## config.mk

```make
export PLATFORM = sky130hd
export DESIGN_NAME = rass_ctrl
export DESIGN_NICKNAME = d
export VERILOG_FILES = /design/src/hw/rtl/rass_pkg.sv /design/src/hw/rtl/rass_ctrl.sv
export SDC_FILE = /design/constraint.sdc
export NUM_CORES = 1
export LEC_CHECK = 0
export BUFFER_PORTS_ARGS = -buffer_cell sky130_fd_sc_hd__buf_2
export CAP_MARGIN = 20
export CELL_PAD_IN_SITES_DETAIL_PLACEMENT = 1
export CELL_PAD_IN_SITES_GLOBAL_PLACEMENT = 1
export CORE_AREA = 8 8 45 47
export CTS_CLUSTER_DIAMETER = 80
export DETAILED_ROUTE_END_ITERATION = 10
export DIE_AREA = 0 0 53 55
export HOLD_SLACK_MARGIN = 0.03
export PLACE_DENSITY = 0.4
export SLEW_MARGIN = 20
export SYNTH_ARGS = -nofsm -noshare
export SYNTH_HDL_FRONTEND = slang
export SYNTH_SLANG_ARGS = --single-unit
```

## constraint.sdc

```tcl
create_clock -name i_clk -period 0.8 [get_ports i_clk]
set_input_delay 0.16 -clock i_clk [delete_from_list [all_inputs] [get_ports i_clk]]
set_output_delay 0.16 -clock i_clk [all_outputs]
set_load 0.01 [all_outputs]
```

## src/hw/rtl/rass_pkg.sv

```systemverilog
// shared types and constants of the return address shadow stack
// no dependencies
package rass_pkg;

    localparam int TABLE_ENTRIES = 1024;
    localparam int IDX_W         = $clog2(TABLE_ENTRIES);
    localparam int CNT_W         = IDX_W + 1;
    localparam int GUEST_W       = 32;
    localparam int HOST_W        = 48;
    localparam int OP_W          = 2;

    typedef enum logic [OP_W-1:0] {
        OP_PUSH  = 2'd0,
        OP_POP   = 2'd1,
        OP_SET   = 2'd2,
        OP_FLUSH = 2'd3
    } t_op;

    typedef enum logic [1:0] {
        S_CLEAR,
        S_IDLE,
        S_EXEC,
        S_CMP
    } t_state;

    typedef struct packed {
        logic                valid;
        logic [GUEST_W-1:0]  tag;
        logic [HOST_W-1:0]   host;
    } t_entry;

    // controller to datapath
    typedef struct packed {
        logic clear_en;  // write one cleared row of the table
        logic accept;    // latch incoming beat
        logic do_exec;   // perform non-matching work and load result
        logic do_cmp;    // compare popped entry and load result
    } t_cmd;

    // datapath to controller
    typedef struct packed {
        logic clear_last;
        logic count_zero;
        logic op_pop;
        logic out_free;
    } t_stat;

endpackage

```

## src/hw/rtl/rass_ctrl.sv

```systemverilog
// controller state machine of the return address shadow stack
// depends on rass_pkg
module rass_ctrl (
    input  logic            i_clk,
    input  logic            i_rst_n,
    input  logic            i_in_valid,
    input  rass_pkg::t_stat i_stat,
    output rass_pkg::t_cmd  o_cmd,
    output logic            o_in_ready
);

    rass_pkg::t_state r_state;
    rass_pkg::t_state n_state;
    logic             w_pop_busy;

    assign w_pop_busy = i_stat.op_pop && !i_stat.count_zero;

    always_ff @(posedge i_clk) begin
        if (!i_rst_n) begin
            r_state <= rass_pkg::S_CLEAR;
        end else begin
            r_state <= n_state;
        end
    end

    always_comb begin
        n_state = r_state;
        case (r_state)
            rass_pkg::S_CLEAR: begin
                if (i_stat.clear_last) begin
                    n_state = rass_pkg::S_IDLE;
                end
            end
            rass_pkg::S_IDLE: begin
                if (i_in_valid) begin
                    n_state = rass_pkg::S_EXEC;
                end
            end
            rass_pkg::S_EXEC: begin
                if (w_pop_busy) begin
                    n_state = rass_pkg::S_CMP;
                end else if (i_stat.out_free) begin
                    n_state = rass_pkg::S_IDLE;
                end
            end
            rass_pkg::S_CMP: begin
                if (i_stat.out_free) begin
                    n_state = rass_pkg::S_IDLE;
                end
            end
            default: begin
                n_state = rass_pkg::S_IDLE;
            end
        endcase
    end

    always_comb begin
        o_cmd      = '0;
        o_in_ready = 1'b0;
        case (r_state)
            rass_pkg::S_CLEAR: begin
                o_cmd.clear_en = 1'b1;
            end
            rass_pkg::S_IDLE: begin
                o_in_ready   = 1'b1;
                o_cmd.accept = i_in_valid;
            end
            rass_pkg::S_EXEC: begin
                o_cmd.do_exec = i_stat.out_free && !w_pop_busy;
            end
            rass_pkg::S_CMP: begin
                o_cmd.do_cmp = i_stat.out_free;
            end
            default: begin
                o_cmd = '0;
            end
        endcase
    end

endmodule

```

==> results_tabular.tex, run 1 <==
\begin{tabular}{lr}
\hline
Metric & Value \\
\hline
\multicolumn{2}{l}{\textbf{Clock tree}} \\
\quad H-tree lvl count & 1 \\
\quad Clock Tree Root & clkbuf\_4 \\
\quad CTS Buf Count & 3 \\
\quad Clk\_lat worst skew & approximately 230 ps \\
\quad Buffer levels on the longest clock path & 2 \\
\quad Number of hold buffers added after cts & 0 \\
\quad CTS tree & done \\
\quad Clock edge transition at the registers on the reported setup and hold paths & approximately 40 ps \\
\quad TritonCTS sink count & 2 \\
\multicolumn{2}{l}{\textbf{Synth}} \\
\quad Yosys reg bits & 2 \\
\quad Synth top area share & 30.2\% \\
\quad Summed instance area of the synthesized netlist & 133 sq um \\
\quad Syn Area/Cell & 8.29 sq um \\
\quad Area contributors post-synth & dfxtp\_1 30\%, nor2b\_4 10\%, nor3\_1 7.5\% \\
\quad Syn nets & 23 \\
\quad Sequential share of the synthesized area & a little under a third \\
\quad Post-synth cell types & 14 \\
\quad Number of warnings printed during yosys synthesis & 0 \\
\quad Cell count after synthesis & 16 \\
\quad Post-synth top area cell & dfxtp\_1 \\
\multicolumn{2}{l}{\textbf{Critical path}} \\
\quad Kind of launch point of the worst setup path & register \\
\quad Type of the worst setup path & reg -> out \\
\quad Crit-path max FO & 6 \\
\quad Worst-path cell with the longest stage delay & dfxtp\_4 \\
\quad Crit-path cells & nor2b\_4 > nand2\_2 > inv\_2 > buf\_6 \\
\quad Register-to-Register Setup Slack & -240 ps \\
\quad Req. time, crit path & 640 ps \\
\quad Buffer and inverter count on the worst path & 2 \\
\quad Element type at the critical path end & output port \\
\quad WP data arrival & around 1000 ps \\
\quad Maximum cell stage delay along the critical path & $\sim$370 ps \\
\quad Delay-heaviest family, CP & flip-flops \\
\multicolumn{2}{l}{\textbf{Die}} \\
\quad Horizontal die dimension & approximately 53 um \\
\quad Starting utilization of the core area & roughly a tenth \\
\quad Number of rows in the core area & 14 \\
\quad Die Height & about 55 um \\
\quad Core region area & around 1400 sq um \\
\quad Number of top-level design ports & 12 \\
\quad Floorplan die area & $\sim$2900 sq um \\
\multicolumn{2}{l}{\textbf{Run status}} \\
\quad Status & complete, but fails checks \\
\quad Violated checks & negative setup slack \\
\multicolumn{2}{l}{\textbf{Timing}} \\
\quad Post-route worst hold slack & between 150 and 200 ps \\
\quad Setup violators final & 7 \\
\quad Setup clock skew after layout & roughly 9.2 ps \\
\quad Tmin final & approximately 1100 ps \\
\quad Final Max Slew Viols & 0 \\
\quad Relative slew slack & approximately four fifths \\
\quad Unrepaired setup endpoints after global routing & yes \\
\quad Transition time at the pin with the least slew margin & roughly 300 ps \\
\quad Max Freq & $\sim$870 MHz \\
\quad Final Hold Vio Count & 0 \\
\quad Final clock period utilization by the worst path & 143\% \\
\quad Worst Slack Setup Final & -347 ps \\
\multicolumn{2}{l}{\textbf{Cells and area}} \\
\quad Register cell area after layout & roughly 48 sq um \\
\quad Diode count & 0 \\
\quad Area used by multi-input combinational logic & 106 sq um \\
\quad Final core area utilization & $\sim$23\% \\
\quad Non-filler instance count after layout & 52 \\
\quad Relative area change from synthesis to final layout & 136\% \\
\quad Registers with the highest flip-flop counts & r\_state (2) \\
\quad Post-layout net count & 44 \\
\quad Number of flip-flops under the largest register name & 2 \\
\quad FILL cells & approximately 160 \\
\quad Largest Register & r\_state \\
\quad Fraction of layout cells with a size suffix above 1 & between 80\% and 90\% \\
\multicolumn{2}{l}{\textbf{Detailed routing}} \\
\quad DRC violation count after routing & 0 \\
\quad Routed length per instance & 10.8 um \\
\quad DRC violation total after the first TritonRoute iteration & 1 \\
\quad Wirelength, routed & 561 um \\
\quad Drt pass-1 iters & 2 \\
\quad Vias per inst & around 3.8 \\
\quad Number of vias after detailed routing & between 150 and 200 \\
\quad Antenna violation net count after detailed routing & 0 \\
\multicolumn{2}{l}{\textbf{Power and ir drop}} \\
\quad Total power divided by cell area & about 1600 nW/um\^{}2 \\
\quad Net Switching & 0.000127 W \\
\quad Leakage power figure & about 0.15 nW \\
\quad Int Power & about 0.00036 W \\
\quad Portion of total power attributed to sequential cells & $\sim$25\% \\
\quad Relative contribution of combinational cells to total power & 23.8\% \\
\quad Clk pwr share & roughly half \\
\quad Switching share of total power & 26.0\% \\
\quad Maximum resistive drop on vdd & 0.254 mV \\
\multicolumn{2}{l}{\textbf{Global route}} \\
\quad Remaining global-route overflow & 0 \\
\quad Vias in the first global route & 225 \\
\quad Wire length of the first global-routing pass & $\sim$940 um \\
\quad Initial antenna violation count & 0 \\
\quad Largest net degree at the start of global routing & 8 \\
\quad Gr usage total & under 10\% \\
\multicolumn{2}{l}{\textbf{Run}} \\
\quad Count of maximum capacitance violations & 0 \\
\multicolumn{2}{l}{\textbf{Hold path}} \\
\quad Type of the worst min-delay path & in -> reg \\
\multicolumn{2}{l}{\textbf{Placement}} \\
\quad Placed instance count & between 40 and 50 \\
\quad IO Port Bufs & 11 \\
\quad Final GP Congestion & around 0.62 \\
\hline
\end{tabular}
per-stage QoR:
stage          total power [W]  instance area (sq um)  setup TNS [ps]  worst slack, ps
3_5_place_dp          0.000216                    238            -546             -138
2_1_floorplan         0.000168                    148           -99.0            -34.6
3_3_place_gp          0.000211                    238            -402             -122
5_1_grt               0.000538                    313           -2110             -408
4_1_cts               0.000497                    298           -1920             -372
6_report              0.000487                    313           -1730             -347
cells in the mapped netlist (all sizes together):
cell type and number:
nor3 3, dfxtp 2, nand2 2, o31ai 1, nand2b 1, nor2b 2
nand3b 1, and3 1, nor2 1, a31oi 1, inv 1
path summary, 6_finish.rpt:
kind	from	end	cells past startpoint
setup / recovery	r_state[0]	o_cmd[2]	4
hold / removal	i_rst_n	r_state[0]	3
setup reg to reg	r_state[0]	r_state[1]	5
hold reg to reg	r_state[1]	r_state[1]	2
power by group through the flow:
| stage | combinational (W) | sequential [W] | clock [W] |
|---|---|---|---|
| 2_1_floorplan | 0.0000464 | 0.000122 | 0 |
| 3_3_place_gp | 0.0000862 | 0.000125 | 0 |
| 3_5_place_dp | 0.0000906 | 0.000126 | 0 |
| 4_1_cts | 0.000107 | 0.000123 | 0.000267 |
| 5_1_grt | 0.000125 | 0.000124 | 0.000289 |
| 6_report | 0.000116 | 0.000122 | 0.000249 |
tightest hold or removal path: cells and delay by family:
kind / cells / cell delay [ps]
simple gates: 1 / 50
buf+inv: 1 / 100
compound gates: 1 / 70
area by class of cell:
class	instances	share of cell area, %
inverter	1	1.20
multi-input combinational	13	34.0
sequential	2	15.2
tap	16	6.40
clock buffer	4	8.40
timing repair buffer	16	34.8
cells by family after synthesis:
family	count (synthesis)	share of synthesized area, %
AO/OA/AOI/OAI	2	10.4
buffers and inverters	1	2.83
flip-flops	2	30.2
AND/OR/NAND/NOR	11	56.6
repair_timing:
item / in CTS / in global routing
pin swaps: 3 / 4
endpoints found under the setup margin: 7 / 7
setup buffers: 3 / 2
resized for setup: 4 / 3
layout by cell type (no fill, tap or decap), types with 2 or more instances in the layout:
cell,count
buf_2,9
buf_4,4
buf_6,3
clkbuf_4,3
dfxtp_4,2
nand2_2,2
nor3_2,3
layer usage:
layer  vias to the layer above  track usage (%)  wire length [um]
li1                         97                -                 -
met5                         -                0                 0
met2                        12             5.47               196
met1                        87             4.98               260
met4                         0             5.17                10
met3                         2             3.74                94
No activity file was read; power rests on OpenSTA's default activity.
==> inputs of run 2 (changes only) <==
--- a/config.mk
+++ b/config.mk
@@ -14,7 +14,7 @@
 export DETAILED_ROUTE_END_ITERATION = 10
 export DIE_AREA = 0 0 53 55
 export HOLD_SLACK_MARGIN = 0.03
-export PLACE_DENSITY = 0.4
+export PLACE_DENSITY = 0.39
 export SLEW_MARGIN = 20
 export SYNTH_ARGS = -nofsm -noshare
 export SYNTH_HDL_FRONTEND = slang
==> constraint.sdc (replaced) <==
create_clock -name i_clk -period 1.1 [get_ports i_clk]
set_input_delay 0.22 -clock i_clk [delete_from_list [all_inputs] [get_ports i_clk]]
set_output_delay 0.22 -clock i_clk [all_outputs]
set_load 0.01 [all_outputs]
==> run 2 against run 1 <==
Effect of this change: the run still ends with negative setup slack left; design area decreased by 0.80%; final cell count down 1.9%; setup slack improved by 260 ps; clock-buffer cell count down 1; clock skew down 6.8 ps; clock power shrank 32%; non-clock buffer count unchanged; total power shrank 28%; routed wire length is 8.2% higher; register-to-register slack better by 320 ps; largest power group unchanged; highest routed layer unchanged.
==> results_tabular.tex, run 2 (synthesis results as in run 1) <==
\begin{tabular}{lr}
\hline
Metric & Value \\
\hline
\multicolumn{2}{l}{\textbf{Run status}} \\
\quad Status & complete, but fails checks (unchanged) \\
\quad Violated checks & negative setup slack (unchanged) \\
\multicolumn{2}{l}{\textbf{Clock tree}} \\
\quad Number of hold buffers added after cts & 0 (unchanged) \\
\quad TritonCTS sink count & 2 (unchanged) \\
\quad Clk\_lat worst skew & 230 ps (about the same) \\
\quad Buffer levels on the longest clock path & 2 (unchanged) \\
\quad Clock edge transition at the registers on the reported setup and hold paths & 30 ps (was 40 ps) \\
\quad CTS tree & done (unchanged) \\
\quad Clock Tree Root & clkbuf\_4 (unchanged) \\
\quad CTS Buf Count & 3 (unchanged) \\
\quad H-tree lvl count & 1 (unchanged) \\
\multicolumn{2}{l}{\textbf{Power and ir drop}} \\
\quad Leakage power figure & 0.143 nW (was 0.146 nW) \\
\quad Portion of total power attributed to sequential cells & 24.4\% (was 25.0\%) \\
\quad Switching share of total power & 27.3\% (was 26.0\%) \\
\quad Maximum resistive drop on vdd & 0.195 mV (was 0.254 mV) \\
\quad Relative contribution of combinational cells to total power & 27.3\% (was 23.8\%) \\
\quad Total power divided by cell area & 1130 nW/um\^{}2 (was 1560 nW/um\^{}2) \\
\quad Int Power & 0.000255 W (was 0.000360 W) \\
\quad Clk pwr share & 48.4\% (was 51.2\%) \\
\quad Net Switching & 0.0000957 W (was 0.000127 W) \\
\quad Overall power consumption & 0.000350 W (was 0.000487 W) \\
\multicolumn{2}{l}{\textbf{Placement}} \\
\quad Worst slack, placed & -5.31 ps (was -138 ps) \\
\quad DP Wirelength & $\sim$410 um \\
\quad IO Port Bufs & 11 (unchanged) \\
\quad Final GP Congestion & 0.658 (was 0.624) \\
\quad Placed instance count & 43 (was 45) \\
\multicolumn{2}{l}{\textbf{Run}} \\
\quad Count of maximum capacitance violations & 0 (unchanged) \\
\multicolumn{2}{l}{\textbf{Global route}} \\
\quad Wire length of the first global-routing pass & 959 um (was 938 um) \\
\quad Largest net degree at the start of global routing & 6 (was 8) \\
\quad Vias in the first global route & 226 (was 225) \\
\quad Gr usage total & 4.80\% (was 4.74\%) \\
\quad Remaining global-route overflow & 0 (unchanged) \\
\quad Initial antenna violation count & 0 (unchanged) \\
\multicolumn{2}{l}{\textbf{Hold path}} \\
\quad Type of the worst min-delay path & in -> reg (unchanged) \\
\quad Number of cells traversed by the worst hold path & 3 (unchanged) \\
\multicolumn{2}{l}{\textbf{Timing}} \\
\quad Relative slew slack & 80.4\% (was 79.7\%) \\
\quad Final Hold Vio Count & 0 (unchanged) \\
\quad Tmin final & between 1000 and 1500 ps \\
\quad Max Freq & 844 MHz \\
\quad Transition time at the pin with the least slew margin & 292 ps (was 304 ps) \\
\quad Unrepaired setup endpoints after global routing & yes (unchanged) \\
\quad Final Max Slew Viols & 0 (unchanged) \\
\quad Setup clock skew after layout & 2.33 ps (was 9.16 ps) \\
\quad Worst Slack Setup Final & -84.9 ps (was -347 ps) \\
\quad Setup violators final & 5 (was 7) \\
\quad Final clock period utilization by the worst path & 108\% \\
\multicolumn{2}{l}{\textbf{Detailed routing}} \\
\quad DRC violation count after routing & 0 (unchanged) \\
\quad Antenna violation net count after detailed routing & 0 (unchanged) \\
\quad Drt pass-1 iters & 2 (unchanged) \\
\quad Routed length per instance & 11.9 um (was 10.8 um) \\
\quad Number of vias after detailed routing & 194 (was 198) \\
\quad DRC violation total after the first TritonRoute iteration & 1 (unchanged) \\
\quad Wirelength, routed & 607 um (was 561 um) \\
\quad Vias per inst & 3.80 (was 3.81) \\
\multicolumn{2}{l}{\textbf{Cells and area}} \\
\quad Fraction of layout cells with a size suffix above 1 & 82.9\% (was 83.3\%) \\
\quad Number of flip-flops under the largest register name & 2 (unchanged) \\
\quad Diode count & 0 (unchanged) \\
\quad Non-filler instance count after layout & 51 (was 52) \\
\quad Post-layout net count & 44 (unchanged) \\
\quad Top library cells by usage in the layout, fill and taps aside & 8 x buf\_2, 4 x buf\_6, 4 x buf\_4, 3 x clkbuf\_4 (was 9 x buf\_2, 4 x buf\_4, 3 x nor3\_2, 3 x clkbuf\_4, 3 x buf\_6) \\
\quad Registers with the highest flip-flop counts & r\_state (2) (unchanged) \\
\quad Relative area change from synthesis to final layout & 134\% (was 136\%) \\
\quad Most common cell after layout, fill and taps aside & buf\_2 (unchanged) \\
\quad Largest Register & r\_state (unchanged) \\
\multicolumn{2}{l}{\textbf{Critical path}} \\
\quad Crit-path max FO & 4 (was 6) \\
\quad Buffer and inverter count on the worst path & 2 (unchanged) \\
\quad Type of the worst setup path & reg -> out (unchanged) \\
\quad Number of stages on the worst setup path & 4 (unchanged) \\
\quad Delay-heaviest family, CP & flip-flops (unchanged) \\
\quad Element type at the critical path end & output port (unchanged) \\
\quad Register-to-Register Path Depth & 3 (was 5) \\
\quad Worst-path cell with the longest stage delay & dfxtp\_4 (unchanged) \\
\quad WP data arrival & 960 ps (was 990 ps) \\
\quad Req. time, crit path & 880 ps (was 640 ps) \\
\quad Maximum cell stage delay along the critical path & 350 ps (was 370 ps) \\
\quad Crit-path cells & nor2b\_4 > nand2\_2 > inv\_2 > buf\_6 (unchanged) \\
\quad Kind of launch point of the worst setup path & register (unchanged) \\
\multicolumn{2}{l}{\textbf{Die}} \\
\quad Number of top-level design ports & 12 (unchanged) \\
\quad Floorplan die area & 2920 sq um (unchanged) \\
\quad Core region area & 1380 sq um (unchanged) \\
\quad Number of rows in the core area & 14 (unchanged) \\
\quad Horizontal die dimension & 53 um (unchanged) \\
\quad Die Height & 55 um (unchanged) \\
\quad Starting utilization of the core area & 9.58\% (unchanged) \\
\hline
\end{tabular}
## run 2: layer usage
metal,up-vias,track usage [%],wire length [um]
met1,87,4.85,267
met4,0,6.47,6
met5,-,0,0
li1,94,-,-
met2,11,6.05,229
met3,2,2.67,103
## run 2: worst register-to-register path: stages, from the launching register on
cell	delay, ps
dfxtp_4	340
buf_4	150
o31ai_2	320
a31oi_1	70
## run 2: timing repair
action | 4_1_cts | 5_1_grt
pin swaps | 1 | 2
hold endpoints to repair | 0 | 0
cloned | 0 | 0
resized for setup | 7 | 4
setup endpoints to repair | 5 | 7
buffers inserted | 3 | 2
## run 2: final timing paths
kind	from	to	slack (ps)
worst max-delay path	r_state[0]	o_cmd[2]	-80
worst min-delay path	i_rst_n	r_state[0]	260
worst max register to register	r_state[0]	r_state[1]	80
worst min register to register	r_state[1]	r_state[1]	580
## run 2: area by class of cell
type	instances	area, sq um
Tap cell	16	20.0
Fill cell	172	1070
Clock buffer	3	22.5
Multi-Input combinational cell	13	101
Timing Repair Buffer	16	115
Sequential cell	2	47.5
Inverter	1	3.75
## run 2: stage by stage
step / instance area, sq um / hold WS [ps] / utilization, % / TNS [ps]
after detailed placement: 208 / 505 / 15.0 / -5.31
after global routing: 310 / 251 / 22.4 / -539
final: 310 / 263 / 22.4 / -272
after global placement: 208 / 503 / 15.0 / 0
after floorplan: 133 / 382 / - / 0
after CTS: 275 / 277 / 19.9 / -277
## run 2: power by group through the flow
stage	registers (W)	clock network, W	logic, W
after floorplan	0.0000865	0	0.0000324
after global placement	0.0000894	0	0.0000573
after detailed placement	0.0000897	0	0.0000584
after CTS	0.0000849	0.000177	0.0000781
after global routing	0.0000870	0.000198	0.000102
final	0.0000854	0.000170	0.0000955
==> inputs of run 3 (changes only) <==
--- a/config.mk
+++ b/config.mk
@@ -5,6 +5,7 @@
 export SDC_FILE = /design/constraint.sdc
 export NUM_CORES = 1
 export LEC_CHECK = 0
+export ABC_AREA = 1
 export BUFFER_PORTS_ARGS = -buffer_cell sky130_fd_sc_hd__buf_2
 export CAP_MARGIN = 20
 export CELL_PAD_IN_SITES_DETAIL_PLACEMENT = 1
@@ -14,7 +15,8 @@
 export DETAILED_ROUTE_END_ITERATION = 10
 export DIE_AREA = 0 0 53 55
 export HOLD_SLACK_MARGIN = 0.03
-export PLACE_DENSITY = 0.39
+export PLACE_DENSITY = 0.42
+export SKIP_LAST_GASP = 1
 export SLEW_MARGIN = 20
 export SYNTH_ARGS = -nofsm -noshare
 export SYNTH_HDL_FRONTEND = slang
==> run 3 against run 2 <==
Effect of this change: the run still ends with negative setup slack left; core utilization shrank 1.6 points; synthesized area is 10% higher; global-route usage is 0.44 points lower; via count up 8.8%; design area decreased by 7.3%; critical path type unchanged; hold slack worse by 39 ps; setup slack improved by 11 ps; routed wire length is 8.1% lower; maximum frequency is 0.96% higher; sequential share of layout area up 1.2 points; largest cell class is now multi-input gates; final cell count rose by 14%; critical path depth increased by 1; highest routed layer unchanged.
==> results_tabular.tex, run 3 <==
\begin{tabular}{lr}
\hline
Metric & Value \\
\hline
\multicolumn{2}{l}{\textbf{Run status}} \\
\quad Status & complete, but fails checks (unchanged) \\
\quad Violated checks & negative setup slack (unchanged) \\
\multicolumn{2}{l}{\textbf{Timing}} \\
\quad Final clock period utilization by the worst path & 107\% (was 108\%) \\
\quad Transition time at the pin with the least slew margin & 138 ps (was 292 ps) \\
\quad Post-route worst hold slack & 225 ps (was 263 ps) \\
\quad Max Freq & 852 MHz (was 844 MHz) \\
\quad Setup violators final & 5 (unchanged) \\
\quad Tmin final & 1170 ps (was 1180 ps) \\
\quad Setup clock skew after layout & 3.25 ps (was 2.33 ps) \\
\quad Unrepaired setup endpoints after global routing & yes (unchanged) \\
\quad Final Hold Vio Count & 0 (unchanged) \\
\quad Final Max Slew Viols & 0 (unchanged) \\
\quad Relative slew slack & 90.8\% (was 80.4\%) \\
\quad Worst Slack Setup Final & -73.7 ps (was -84.9 ps) \\
\multicolumn{2}{l}{\textbf{Global route}} \\
\quad Largest net degree at the start of global routing & 6 (unchanged) \\
\quad Remaining global-route overflow & 0 (unchanged) \\
\quad Initial antenna violation count & 0 (unchanged) \\
\quad Vias in the first global route & 235 (was 226) \\
\quad Gr usage total & 4.37\% (was 4.80\%) \\
\quad Wire length of the first global-routing pass & 876 um (was 959 um) \\
\multicolumn{2}{l}{\textbf{Detailed routing}} \\
\quad Number of vias after detailed routing & 211 (was 194) \\
\quad Wirelength, routed & 558 um (was 607 um) \\
\quad Vias per inst & 3.64 (was 3.80) \\
\quad DRC violation count after routing & 0 (unchanged) \\
\quad Routed length per instance & 9.62 um (was 11.9 um) \\
\quad Drt pass-1 iters & 2 (unchanged) \\
\quad DRC violation total after the first TritonRoute iteration & 1 (unchanged) \\
\quad Antenna violation net count after detailed routing & 0 (unchanged) \\
\multicolumn{2}{l}{\textbf{Synth}} \\
\quad Summed instance area of the synthesized netlist & 146 sq um (was 133 sq um) \\
\quad Most common cell in the synthesized netlist & nand2\_1 \\
\quad Area contributors post-synth & dfxtp\_1 27\%, nand2\_1 15\%, inv\_1 13\% (was dfxtp\_1 30\%, nor2b\_4 10\%, nor3\_1 7.5\%) \\
\quad Syn Area/Cell & 5.86 sq um (was 8.29 sq um) \\
\quad Post-synth top area cell & dfxtp\_1 (unchanged) \\
\quad Number of warnings printed during yosys synthesis & 0 (unchanged) \\
\quad Area share of and/or/nand/nor cells after synthesis & 45.3\% (was 56.6\%) \\
\quad Yosys reg bits & 2 (unchanged) \\
\quad Xor/xnor cell area share of the yosys netlist & 0\% (unchanged) \\
\quad Fraction of the mapped netlist area in compound gates & 9.40\% (was 10.4\%) \\
\quad Mux share of post-synthesis cell area & 0\% (unchanged) \\
\quad Main combinational cell family by area after synthesis & simple AND/OR/NAND/NOR gates (unchanged) \\
\quad Syn nets & 32 (was 23) \\
\quad Predominant post-synthesis flop cell & dfxtp\_1 (unchanged) \\
\quad Synth top area share & 27.4\% (was 30.2\%) \\
\quad Post-synthesis adder-cell area fraction & 0\% (unchanged) \\
\quad Number of synthesized flops with an enable pin & 0 (unchanged) \\
\quad Cell count after synthesis & 25 (was 16) \\
\quad Most used standard cells in the synthesized netlist & 6 x nand2\_1, 5 x inv\_1, 3 x nor2\_1 (was 2 x dfxtp\_1, 2 x nor3\_1) \\
\quad Ys async rst share & 0\% (unchanged) \\
\quad Post-synth cell types & 11 (was 14) \\
\quad Sequential share of the synthesized area & 27.4\% (was 30.2\%) \\
\multicolumn{2}{l}{\textbf{Die}} \\
\quad Starting utilization of the core area & 10.6\% (was 9.58\%) \\
\quad Number of top-level design ports & 12 (unchanged) \\
\quad Number of rows in the core area & 14 (unchanged) \\
\quad Core region area & 1380 sq um (unchanged) \\
\quad Floorplan die area & 2920 sq um (unchanged) \\
\quad Die Height & 55 um (unchanged) \\
\quad Horizontal die dimension & 53 um (unchanged) \\
\multicolumn{2}{l}{\textbf{Cells and area}} \\
\quad Most common cell after layout, fill and taps aside & buf\_2 (unchanged) \\
\quad Diode count & 0 (unchanged) \\
\quad Registers with the highest flip-flop counts & r\_state (2) (unchanged) \\
\quad Fraction of layout cells with a size suffix above 1 & 59.5\% (was 82.9\%) \\
\quad Final core area utilization & 20.8\% (was 22.4\%) \\
\quad Largest Register & r\_state (unchanged) \\
\quad FILL cells & 184 (was 172) \\
\quad Relative area change from synthesis to final layout & 96.6\% (was 134\%) \\
\quad Cell area after layout & 288 sq um (was 310 sq um) \\
\quad Non-filler instance count after layout & 58 (was 51) \\
\quad Top library cells by usage in the layout, fill and taps aside & 10 x buf\_2, 6 x nand2\_1, 5 x inv\_1 (was 8 x buf\_2, 4 x buf\_6, 4 x buf\_4, 3 x clkbuf\_4) \\
\quad Number of flip-flops under the largest register name & 2 (unchanged) \\
\quad Post-layout net count & 51 (was 44) \\
\multicolumn{2}{l}{\textbf{Placement}} \\
\quad Area of placed instances & 221 sq um (was 208 sq um) \\
\quad DP Wirelength & 420 um (was 407 um) \\
\quad Final GP Congestion & 0.632 (was 0.658) \\
\quad IO Port Bufs & 11 (unchanged) \\
\quad Placed instance count & 52 (was 43) \\
\multicolumn{2}{l}{\textbf{Clock tree}} \\
\quad Buffer levels on the longest clock path & 2 (unchanged) \\
\quad H-tree lvl count & 1 (unchanged) \\
\quad TritonCTS sink count & 2 (unchanged) \\
\quad Clock edge transition at the registers on the reported setup and hold paths & 30 ps (about the same) \\
\quad Clock Tree Root & clkbuf\_4 (unchanged) \\
\quad Clk\_lat worst skew & 230 ps (about the same) \\
\quad CTS tree & done (unchanged) \\
\quad CTS Buf Count & 3 (unchanged) \\
\multicolumn{2}{l}{\textbf{Critical path}} \\
\quad RR Endpoint & r\_state[1] (unchanged) \\
\quad Type of the worst setup path & reg -> out (unchanged) \\
\quad Kind of launch point of the worst setup path & register (unchanged) \\
\quad Maximum cell stage delay along the critical path & 370 ps (was 350 ps) \\
\quad Crit-path max FO & 5 (was 4) \\
\quad WP data arrival & 950 ps (was 960 ps) \\
\quad Register-to-Register Path Depth & 5 (was 3) \\
\quad Req. time, crit path & 880 ps (about the same) \\
\quad Crit-path cells & inv\_4 > nor2\_4 > nand2\_2 > inv\_1 > buf\_2 (was nor2b\_4 > nand2\_2 > inv\_2 > buf\_6) \\
\quad Worst-path cell with the longest stage delay & dfxtp\_4 (unchanged) \\
\quad Element type at the critical path end & output port (unchanged) \\
\quad Register-to-Register Setup Slack & 200 ps (was 80 ps) \\
\quad Startpoint of the worst-slack reg-to-reg timing path & r\_state[1] (was r\_state[0]) \\
\multicolumn{2}{l}{\textbf{Power and ir drop}} \\
\quad Leakage power figure & 0.164 nW (was 0.143 nW) \\
\quad Maximum resistive drop on vdd & 0.239 mV (was 0.195 mV) \\
\quad Total power divided by cell area & 1210 nW/um\^{}2 (was 1130 nW/um\^{}2) \\
\multicolumn{2}{l}{\textbf{Hold path}} \\
\quad Type of the worst min-delay path & in -> reg (unchanged) \\
\quad Worst hold endpoint & r\_state[1] (was r\_state[0]) \\
\quad Hold\_sp & i\_rst\_n (unchanged) \\
\quad Number of cells traversed by the worst hold path & 3 (unchanged) \\
\multicolumn{2}{l}{\textbf{Run}} \\
\quad Count of maximum capacitance violations & 0 (unchanged) \\
\hline
\end{tabular}
-- run 3: metrics by stage --
step                setup slack [ps]  total power [W]  TNS [ps]
floorplan                        134         0.000129         0
global placement                62.0         0.000162         0
detailed placement              68.6         0.000161         0
CTS                            -81.9         0.000346      -210
global route                    -135         0.000377      -504
finish                         -73.7         0.000348      -247
-- run 3: repair_timing --
item	4_1_cts	5_1_grt
setup endpoints to repair	5	5
endpoints found under the hold margin	0	0
gates resized for setup	5	2
hold buffers	0	0
buffers inserted	2	1
pin swaps	2	1
-- run 3: area by class of cell --
class	instances	area, sq um	share of cell area [%]
timing repair buffer	14	83.8	29.1
sequential	2	47.5	16.5
multi-input combinational	16	85.1	29.6
clock buffer	3	22.5	7.83
inverter	7	28.8	10.0
tap	16	20.0	6.96
-- run 3: worst max path at each step --
stage,startpoint,end,slack [ps],cells after the start
floorplan,r_state[0],o_cmd[0],130,2
global placement,r_state[0],o_cmd[0],60,3
detailed placement,r_state[0],o_cmd[2],70,5
CTS,r_state[0],o_cmd[2],-80,5
global route,r_state[0],o_cmd[2],-130,5
finish,r_state[0],o_cmd[2],-70,5
-- run 3: critical path: cells and delay by family, from the launching register on --
| family | cells | cell delay (ps) |
|---|---|---|
| AND/OR/NAND/NOR | 2 | 150 |
| buffers and inverters | 3 | 210 |
| flip-flops | 1 | 370 |
-- run 3: layer usage --
layer	routed length [um]	track usage [%]
met5	0	0
met4	15	3.88
met3	87	3.48
met1	236	4.09
met2	219	6.05
-- run 3: where the power goes --
group | switching [W] | leakage, nW | internal [W]
logic | 0.0000462 | 0.133 | 0.0000457
clock network | 0.0000471 | 0.0138 | 0.000121
registers | 0.00000974 | 0.0178 | 0.0000789
-- run 3: logic make-up after synthesis --
logic type,Yosys count
AOI/OAI and AO/OA,2
buffers and inverters,7
DFF,2
and+or+nand+nor,14
